### src/rtl/core/rrps_pkg.sv
// Shared types, codes and sizes of the round-robin process scheduler.
package rrps_pkg;

	localparam int MAX_PROCS = 8;
	localparam int ID_W      = 4;
	localparam int IDX_W     = $clog2(MAX_PROCS);
	localparam int CNT_W     = $clog2(MAX_PROCS + 1);
	localparam int QUANTUM_W = 8;
	localparam logic [QUANTUM_W-1:0] QUANTUM_RST = 8'd10;

	typedef logic [ID_W-1:0]  pid_t;
	typedef logic [IDX_W-1:0] idx_t;

	localparam logic [2:0] REQ_CREATE = 3'd0;
	localparam logic [2:0] REQ_BLOCK  = 3'd1;
	localparam logic [2:0] REQ_RESUME = 3'd2;
	localparam logic [2:0] REQ_TICK   = 3'd3;
	localparam logic [2:0] REQ_YIELD  = 3'd4;

	localparam logic [1:0] STATUS_OK      = 2'd0;
	localparam logic [1:0] STATUS_NO_SLOT = 2'd1;
	localparam logic [1:0] STATUS_BAD_PID = 2'd2;

	typedef enum logic [1:0] {
		SLOT_UNUSED   = 2'd0,
		SLOT_RUNNABLE = 2'd1,
		SLOT_BLOCKED  = 2'd2
	} slot_st_t;

	typedef struct packed {
		logic [2:0] req_type;
		pid_t       target_pid;
	} req_t;

	typedef struct packed {
		pid_t       running_pid;
		logic       switched;
		pid_t       new_pid;
		logic [1:0] status;
	} result_t;

	typedef struct packed {
		logic pop;
		logic push;
		pid_t push_id;
	} q_ctrl_t;

	typedef struct packed {
		logic empty;
		pid_t head_id;
	} q_stat_t;

endpackage

### src/rtl/core/round_robin_process_scheduler.sv
// Top level of the round-robin process scheduler with time quantum.
// A request is taken when start is high and busy is low, and its one result is
// shown on result with done high for exactly one cycle, the first cycle in which busy
// is low again; the receiver cannot stall it. A request of unknown type goes straight to
// the done state; block and resume pass through the check state, yield through the pick
// state, and a tick through the tick state and, if it preempts, the pick state. A create
// examines slots from the lowest up, one slot per cycle through the single slot-table
// read port, until it finds a free slot or has examined the last. A new request can be
// taken in the same cycle as the previous result is shown. The quantum register is to be
// written with cfg_we and cfg_wdata while the block is idle; the block does not enforce it.
module round_robin_process_scheduler (
	input  logic                           clk,
	input  logic                           arst_n,
	input  logic                           start,
	output logic                           busy,
	input  rrps_pkg::req_t                 req,
	input  logic                           cfg_we,
	input  logic [rrps_pkg::QUANTUM_W-1:0] cfg_wdata,
	output logic                           done,
	output rrps_pkg::result_t              result
);
	import rrps_pkg::*;

	logic [QUANTUM_W-1:0] quantum_q;
	logic                 done_q;
	result_t              result_q;
	q_ctrl_t              qctrl;
	q_stat_t              qstat;
	logic                 fin;
	result_t              fin_res;

	rrps_seq u_seq (
		.clk     (clk),
		.arst_n  (arst_n),
		.start   (start),
		.busy    (busy),
		.req     (req),
		.quantum (quantum_q),
		.qctrl   (qctrl),
		.qstat   (qstat),
		.fin     (fin),
		.fin_res (fin_res)
	);

	rrps_run_queue u_queue (
		.clk    (clk),
		.arst_n (arst_n),
		.ctrl   (qctrl),
		.stat   (qstat)
	);

	always_ff @(posedge clk or negedge arst_n) begin
		if (!arst_n) begin
			quantum_q <= QUANTUM_RST;
			done_q    <= 1'b0;
		end else begin
			if (cfg_we) begin
				quantum_q <= cfg_wdata;
			end
			done_q <= fin;
		end
	end

	always_ff @(posedge clk) begin
		if (fin) begin
			result_q <= fin_res;
		end
	end

	assign done   = done_q;
	assign result = result_q;

`ifndef SYNTHESIS
	a_done_pulse: assert property (@(posedge clk) disable iff (!arst_n)
		done |=> !done)
		else $error("Result strobe held for more than one cycle.");

	a_accept_busy: assert property (@(posedge clk) disable iff (!arst_n)
		(start && !busy) |=> busy)
		else $error("Block not busy after taking a request.");

	a_new_pid_ok: assert property (@(posedge clk) disable iff (!arst_n)
		(done && result.new_pid != '0) |-> result.status == STATUS_OK)
		else $error("New process id reported with a failing status.");
`endif

endmodule

### src/rtl/core/rrps_run_queue.sv
// Run queue of process ids with a queued mark per slot.
module rrps_run_queue (
	input  logic             clk,
	input  logic             arst_n,
	input  rrps_pkg::q_ctrl_t ctrl,
	output rrps_pkg::q_stat_t stat
);
	import rrps_pkg::*;

	pid_t                 mem [MAX_PROCS];
	pid_t                 rd_q;
	idx_t                 head_q;
	logic [CNT_W-1:0]     count_q;
	logic [MAX_PROCS-1:0] mark_q;

	pid_t             push_m1;
	pid_t             pop_m1;
	idx_t             push_idx;
	idx_t             pop_idx;
	logic             push_id_ok;
	logic             pop_id_ok;
	logic             full;
	logic             push_ok;
	logic [IDX_W:0]   wr_sum;
	idx_t             wr_addr;
	idx_t             head_inc;

	always_comb begin
		push_m1    = ctrl.push_id - ID_W'(1);
		pop_m1     = rd_q - ID_W'(1);
		push_idx   = push_m1[IDX_W-1:0];
		pop_idx    = pop_m1[IDX_W-1:0];
		push_id_ok = (ctrl.push_id != '0) && (ctrl.push_id <= ID_W'(MAX_PROCS));
		pop_id_ok  = (rd_q != '0) && (rd_q <= ID_W'(MAX_PROCS));
		full       = (count_q == CNT_W'(MAX_PROCS)) && !ctrl.pop;
		push_ok    = ctrl.push && push_id_ok && !mark_q[push_idx] && !full;
		wr_sum     = {1'b0, head_q} + (IDX_W + 1)'(count_q);
		if (wr_sum >= (IDX_W + 1)'(MAX_PROCS)) begin
			wr_sum = wr_sum - (IDX_W + 1)'(MAX_PROCS);
		end
		wr_addr  = wr_sum[IDX_W-1:0];
		head_inc = (head_q == IDX_W'(MAX_PROCS - 1)) ? '0 : head_q + IDX_W'(1);
	end

	always_ff @(posedge clk) begin
		if (push_ok) begin
			mem[wr_addr] <= ctrl.push_id;
		end
		rd_q <= mem[head_q];
	end

	always_ff @(posedge clk or negedge arst_n) begin
		if (!arst_n) begin
			head_q  <= '0;
			count_q <= '0;
			mark_q  <= '0;
		end else begin
			if (ctrl.pop) begin
				head_q <= head_inc;
				if (pop_id_ok) begin
					mark_q[pop_idx] <= 1'b0;
				end
			end
			if (push_ok) begin
				mark_q[push_idx] <= 1'b1;
			end
			if (push_ok && !ctrl.pop) begin
				count_q <= count_q + CNT_W'(1);
			end else if (!push_ok && ctrl.pop) begin
				count_q <= count_q - CNT_W'(1);
			end
		end
	end

	assign stat.empty   = (count_q == '0);
	assign stat.head_id = rd_q;

`ifndef SYNTHESIS
	a_count_bound: assert property (@(posedge clk) disable iff (!arst_n)
		count_q <= CNT_W'(MAX_PROCS))
		else $error("Run queue count exceeds its depth.");

	a_pop_nonempty: assert property (@(posedge clk) disable iff (!arst_n)
		ctrl.pop |-> count_q != '0)
		else $error("Run queue popped while empty.");
`endif

endmodule

### src/rtl/core/rrps_seq.sv
// Request sequencer with the slot table and its shared slot examine unit.
module rrps_seq (
	input  logic                             clk,
	input  logic                             arst_n,
	input  logic                             start,
	output logic                             busy,
	input  rrps_pkg::req_t                   req,
	input  logic [rrps_pkg::QUANTUM_W-1:0]   quantum,
	output rrps_pkg::q_ctrl_t                qctrl,
	input  rrps_pkg::q_stat_t                qstat,
	output logic                             fin,
	output rrps_pkg::result_t                fin_res
);
	import rrps_pkg::*;

	typedef enum logic [5:0] {
		S_IDLE  = 6'b000001,
		S_SCAN  = 6'b000010,
		S_CHECK = 6'b000100,
		S_TICK  = 6'b001000,
		S_PICK  = 6'b010000,
		S_DONE  = 6'b100000
	} seq_state_t;

	seq_state_t           state_q;
	slot_st_t             slot_q [MAX_PROCS];
	logic [2:0]           req_type_q;
	pid_t                 target_q;
	pid_t                 before_q;
	pid_t                 cur_q;
	pid_t                 new_pid_q;
	logic [1:0]           status_q;
	logic [QUANTUM_W-1:0] ticks_q;
	idx_t                 idx_q;

	pid_t     tgt_m1;
	pid_t     cur_m1;
	idx_t     exam_idx;
	slot_st_t exam_st;
	pid_t     scan_id;
	logic     tgt_ok;
	logic     cur_runnable;
	pid_t     next_pid;

	always_comb begin
		tgt_m1  = target_q - ID_W'(1);
		cur_m1  = cur_q - ID_W'(1);
		scan_id = ID_W'(idx_q) + ID_W'(1);
		if (state_q == S_SCAN) begin
			exam_idx = idx_q;
		end else if (state_q == S_PICK) begin
			exam_idx = cur_m1[IDX_W-1:0];
		end else begin
			exam_idx = tgt_m1[IDX_W-1:0];
		end
		exam_st      = slot_q[exam_idx];
		tgt_ok       = (target_q != '0) && (target_q <= ID_W'(MAX_PROCS))
			&& (exam_st != SLOT_UNUSED);
		cur_runnable = (cur_q != '0) && (exam_st == SLOT_RUNNABLE);
		if (!qstat.empty) begin
			next_pid = qstat.head_id;
		end else if (cur_runnable) begin
			next_pid = cur_q;
		end else begin
			next_pid = '0;
		end

		qctrl = '0;
		unique case (state_q)
			S_SCAN: begin
				qctrl.push    = (exam_st == SLOT_UNUSED);
				qctrl.push_id = scan_id;
			end
			S_CHECK: begin
				qctrl.push    = tgt_ok && (req_type_q == REQ_RESUME);
				qctrl.push_id = target_q;
			end
			S_PICK: begin
				qctrl.pop     = !qstat.empty;
				qctrl.push    = (next_pid != cur_q) && cur_runnable;
				qctrl.push_id = cur_q;
			end
			default: begin
				qctrl = '0;
			end
		endcase
	end

	always_ff @(posedge clk or negedge arst_n) begin
		if (!arst_n) begin
			state_q    <= S_IDLE;
			slot_q     <= '{default: SLOT_UNUSED};
			req_type_q <= '0;
			target_q   <= '0;
			before_q   <= '0;
			cur_q      <= '0;
			new_pid_q  <= '0;
			status_q   <= STATUS_OK;
			ticks_q    <= '0;
			idx_q      <= '0;
		end else begin
			unique case (state_q)
				S_IDLE: begin
					if (start) begin
						req_type_q <= req.req_type;
						target_q   <= req.target_pid;
						before_q   <= cur_q;
						new_pid_q  <= '0;
						status_q   <= STATUS_OK;
						idx_q      <= '0;
						unique case (req.req_type)
							REQ_CREATE: state_q <= S_SCAN;
							REQ_BLOCK:  state_q <= S_CHECK;
							REQ_RESUME: state_q <= S_CHECK;
							REQ_TICK:   state_q <= S_TICK;
							REQ_YIELD:  state_q <= S_PICK;
							default:    state_q <= S_DONE;
						endcase
					end
				end
				S_SCAN: begin
					if (exam_st == SLOT_UNUSED) begin
						slot_q[idx_q] <= SLOT_RUNNABLE;
						new_pid_q     <= scan_id;
						state_q       <= S_DONE;
					end else if (idx_q == IDX_W'(MAX_PROCS - 1)) begin
						status_q <= STATUS_NO_SLOT;
						state_q  <= S_DONE;
					end else begin
						idx_q <= idx_q + IDX_W'(1);
					end
				end
				S_CHECK: begin
					if (!tgt_ok) begin
						status_q <= STATUS_BAD_PID;
					end else if (req_type_q == REQ_BLOCK) begin
						slot_q[exam_idx] <= SLOT_BLOCKED;
					end else begin
						slot_q[exam_idx] <= SLOT_RUNNABLE;
					end
					state_q <= S_DONE;
				end
				S_TICK: begin
					if (cur_q == '0) begin
						state_q <= S_DONE;
					end else if (ticks_q <= QUANTUM_W'(1)) begin
						ticks_q <= quantum;
						state_q <= S_PICK;
					end else begin
						ticks_q <= ticks_q - QUANTUM_W'(1);
						state_q <= S_DONE;
					end
				end
				S_PICK: begin
					if (next_pid != '0) begin
						ticks_q <= quantum;
					end
					cur_q   <= next_pid;
					state_q <= S_DONE;
				end
				S_DONE: begin
					state_q <= S_IDLE;
				end
				default: begin
					state_q <= S_IDLE;
				end
			endcase
		end
	end

	assign busy                = (state_q != S_IDLE);
	assign fin                 = (state_q == S_DONE);
	assign fin_res.running_pid = cur_q;
	assign fin_res.switched    = (cur_q != before_q);
	assign fin_res.new_pid     = new_pid_q;
	assign fin_res.status      = status_q;

`ifndef SYNTHESIS
	a_pick_pops: assert property (@(posedge clk) disable iff (!arst_n)
		(state_q == S_PICK && !qstat.empty) |-> qctrl.pop)
		else $error("Yield did not take the queue head.");
`endif

endmodule

### config.mk
export PLATFORM = sky130hd
export DESIGN_NAME = round_robin_process_scheduler
export DESIGN_NICKNAME = d
export VERILOG_FILES = /design/src/rtl/core/rrps_pkg.sv /design/src/rtl/core/round_robin_process_scheduler.sv /design/src/rtl/core/rrps_run_queue.sv /design/src/rtl/core/rrps_seq.sv
export SDC_FILE = /design/constraint.sdc
export NUM_CORES = 1
export LEC_CHECK = 0
export BUFFER_PORTS_ARGS = -buffer_cell sky130_fd_sc_hd__buf_2
export CORE_MARGIN = 1
export CORE_UTILIZATION = 40
export CTS_BUF_LIST = sky130_fd_sc_hd__clkbuf_8 sky130_fd_sc_hd__clkbuf_16
export CTS_CLUSTER_SIZE = 28
export DETAILED_ROUTE_END_ITERATION = 10
export HOLD_SLACK_MARGIN = 0.1
export SYNTH_ARGS = -nofsm -noshare
export SYNTH_HDL_FRONTEND = slang
export SYNTH_SLANG_ARGS = --single-unit
### constraint.sdc
create_clock -name clk -period 6 [get_ports clk]
set_input_delay 1.8 -clock clk [delete_from_list [all_inputs] [get_ports clk]]
set_output_delay 1.8 -clock clk [all_outputs]
set_load 0.1 [all_outputs]
==> flow_summary.ini <==
[worst_setup_path]
crit_chain = nor4_1, nand2_1, mux2i_1, ha_1, o21ai_0, o21ai_0, and4_1, a22oi_1, o21a_1, nor2_1, a221o_1, inv_1, ha_1, inv_1, ha_1, a21o_1, a21oi_1, xnor2_1, nor2_1, xor2_1
required_ns = 6.31
cp.arrival_ns = 5.55
cpMostUsedCell = ha_1
cpPeakStageDelay_ns = 0.62
timing.rr.end = u_queue.count_q[3]
critPathKind = reg2reg
cp_max_fo = 17
crit_start = u_seq.state_q[1]
crit_path_top_delay_cell = a221o_1
start_kind = register
ff2ff_setup_slack_ns = 0.76
worstSetupEndpoint = u_queue.count_q[3]
timing.rr.start = u_seq.state_q[1]
r2r.worst_path.cells = 20
critPathCaptureType = register

[sta]
period_needed_ns = 5.24
period_share_pct = 87.3
slew_headroom_pct = 27.4
final_hold_viol_count = 0
rsz0062_at_grt = no
tns_ns = 0
slew_viol_final = 0
finalSetupViolCount = 0
tightest_slew_ns = 1.08
timing.fmax_ghz = 0.191
clock_skew_ns = 0.0110

[detailed_routing]
dr.pass1.iters = 7
vias = 4504
postRouteWirelength_um = 14000
drtIter0Drc = 402
ant_nets = 0
viasPerCell = 5.77
wl_per_cell_um = 17.9
drc = 0

[floorplan]
core_area_um2 = 15200
rows = 45
start_util_pct = 41.1
io_pins = 32
die_y_um = 127
die_w_um = 127
dieArea_um2 = 16100

[synth]
synth-main-ff-cell = dfrtp_1
seq_area_frac_synth_pct = 53.3
yosys_warnings = 0
netlist_instances = 549
ys_seq_elements = 125
synth-edff-count = 43
synth.distinct_cells = 72
synth-async-reset-ratio_pct = 62.4
avgSynthCellArea_um2 = 11.4
syn_area_um2 = 6240
synth_nets = 583

[pwr]
power.switching_uw = 1220
power_frac_seq_pct = 35.3
cellPowerDensity_nw_per_um2 = 453
ir_drop_mv = 0.221
p_sw_share_pct = 37.4
p_comb_share_pct = 33.3
p_leak_uw = 0.00294
internal_power_uw = 2030
clockPowerShare_pct = 31.3

[cts]
h-tree-depth = 4
ctsHoldBuffers = 0
cts_tree = yes
clock_sinks = 125
cts_made_buffers = 17
cts_resized = 0
clk_latency_ns = 0.43
path_clk_slew_ns = 0.06
clk_path_buf_depth = 2
post_cts_buffers = 0
root_buffer = clkbuf_16

[layout]
diodes = 0
drive_gt1_share_pct = 20.1
nFillCells = 1377
areaGrowthSynthToFinish_pct = 14.9
nets = 614
final_cell_area_um2 = 7170

[flow_run]
cap_violations = 0

[placement]
globalplace.congestion = 0.871
place_area_um2 = 6580
place_hpwl_um = 9960
io_buffers = 31

[outcome]
status = finished clean

[grt]
track_usage_pct = 18.8
grt_max_degree = 42
grt_pass1_wl_um = 23100
antenna_found_initial = 0
grt_overflow_total = 0
first_global_vias = 4530

[min_path]
hold_class = reg2reg
hp-start = u_seq.new_pid_q[2]
==> layer usage <==
layer | routed length (um) | global-route usage, %
met1 | 6210 | 23.6
met2 | 6810 | 30.6
met3 | 599 | 3.88
met4 | 378 | 10.4
met5 | 0 | 0
==> synthesized netlist by cell type (9+ instances only) <==
cell type,n,area (um2)
dfrtp_1,75,1880
edfxtp_1,43,1290
o21ai_0,39,195
nand2_1,35,131
nor2_1,30,113
a21oi_1,27,135
mux2_2,26,293
inv_1,20,75.1
clkbuf_1,18,67.6
nor3_1,18,90.1
nand3_1,17,85.1
xnor2_1,15,131
ha_1,13,163
mux2i_1,11,110
nor4_1,9,56.3
o31ai_1,9,67.6
==> worst max-delay path: cells and delay by family, from the launching register on <==
| kind | cells | cell delay (ns) |
|---|---|---|
| multiplexers | 1 | 0.19 |
| adder cells (fa/ha/maj) | 3 | 0.84 |
| AO/OA/AOI/OAI | 7 | 1.66 |
| XOR/XNOR | 2 | 0.27 |
| AND/OR/NAND/NOR | 5 | 1.51 |
| buffers and inverters | 2 | 0.22 |
| flip-flops | 1 | 0.42 |
==> power by group through the flow <==
stage                     Clock (uW)  Sequential [uW]  Combinational [uW]
final                           1020             1150                1080
after global routing            1070             1170                1190
after CTS                       1040             1150                1080
after detailed placement           0             1160                1070
after global placement             0             1160                1050
after floorplan                    0             1150                 823
==> how the worst min path moves through the flow <==
stage	slack, ns	endpoint	cells after the start
after global placement	0.43	result[5]	0
after global routing	0.46	result[5]	0
after floorplan	0.42	result[8]	0
after CTS	0.45	result[5]	0
after detailed placement	0.44	result[4]	0
final	0.45	result[4]	0
==> placed cells by master (no fill, tap or decap), types with 5 or more instances in the layout <==
master      n
a21oi_1    27
a2bb2oi_1   8
buf_2      30
buf_4       9
clkbuf_16  17
dfrtp_1    75
edfxtp_1   43
ha_1       13
inv_1      21
inv_6       5
mux2_2     26
mux2i_1    11
mux4_2      8
nand2_1    35
nand2b_1    7
nand3_1    17
nor2_1     30
nor2b_1     5
nor3_1     18
nor4_1      9
o21ai_0    39
o21ai_1     6
o22ai_1     6
o2bb2ai_1   5
o31ai_1     8
xnor2_1    15
==> area by class of cell <==
| cell class | count | area (um2) | area share [%] |
|---|---|---|---|
| multi-input cells | 377 | 2730 | 38.0 |
| repair buffers | 39 | 218 | 3.04 |
| flip-flops and latches | 125 | 3330 | 46.4 |
| clock inverters | 15 | 163 | 2.27 |
| well taps | 188 | 235 | 3.28 |
| clock buffers | 17 | 425 | 5.93 |
| inverters | 20 | 75.1 | 1.05 |
==> cells by family after synthesis <==
| kind of cell | synth area share, % |
|---|---|
| AOI/OAI and AO/OA | 15.7 |
| xor gates and xnor gates | 2.93 |
| adders and majority gates | 3.25 |
| buffers and inverters | 3.17 |
| DFF | 53.3 |
| muxes | 9.34 |
| and+or+nand+nor | 12.3 |
==> per-stage QoR <==
step / setup WS, ns / utilization, % / hold slack, ns / instances / power [uW]
5_1_grt: 0.325 / 47.2 / 0.464 / 781 / 3430
6_report: 0.759 / 47.2 / 0.447 / 781 / 3250
3_3_place_gp: 1.15 / 43.3 / 0.431 / 749 / 2210
4_1_cts: 0.823 / 47.2 / 0.451 / 781 / 3270
2_1_floorplan: 1.32 / - / 0.423 / 549 / 1980
3_5_place_dp: 0.823 / 43.3 / 0.438 / 749 / 2240
Power figures use the tool's default switching activity.
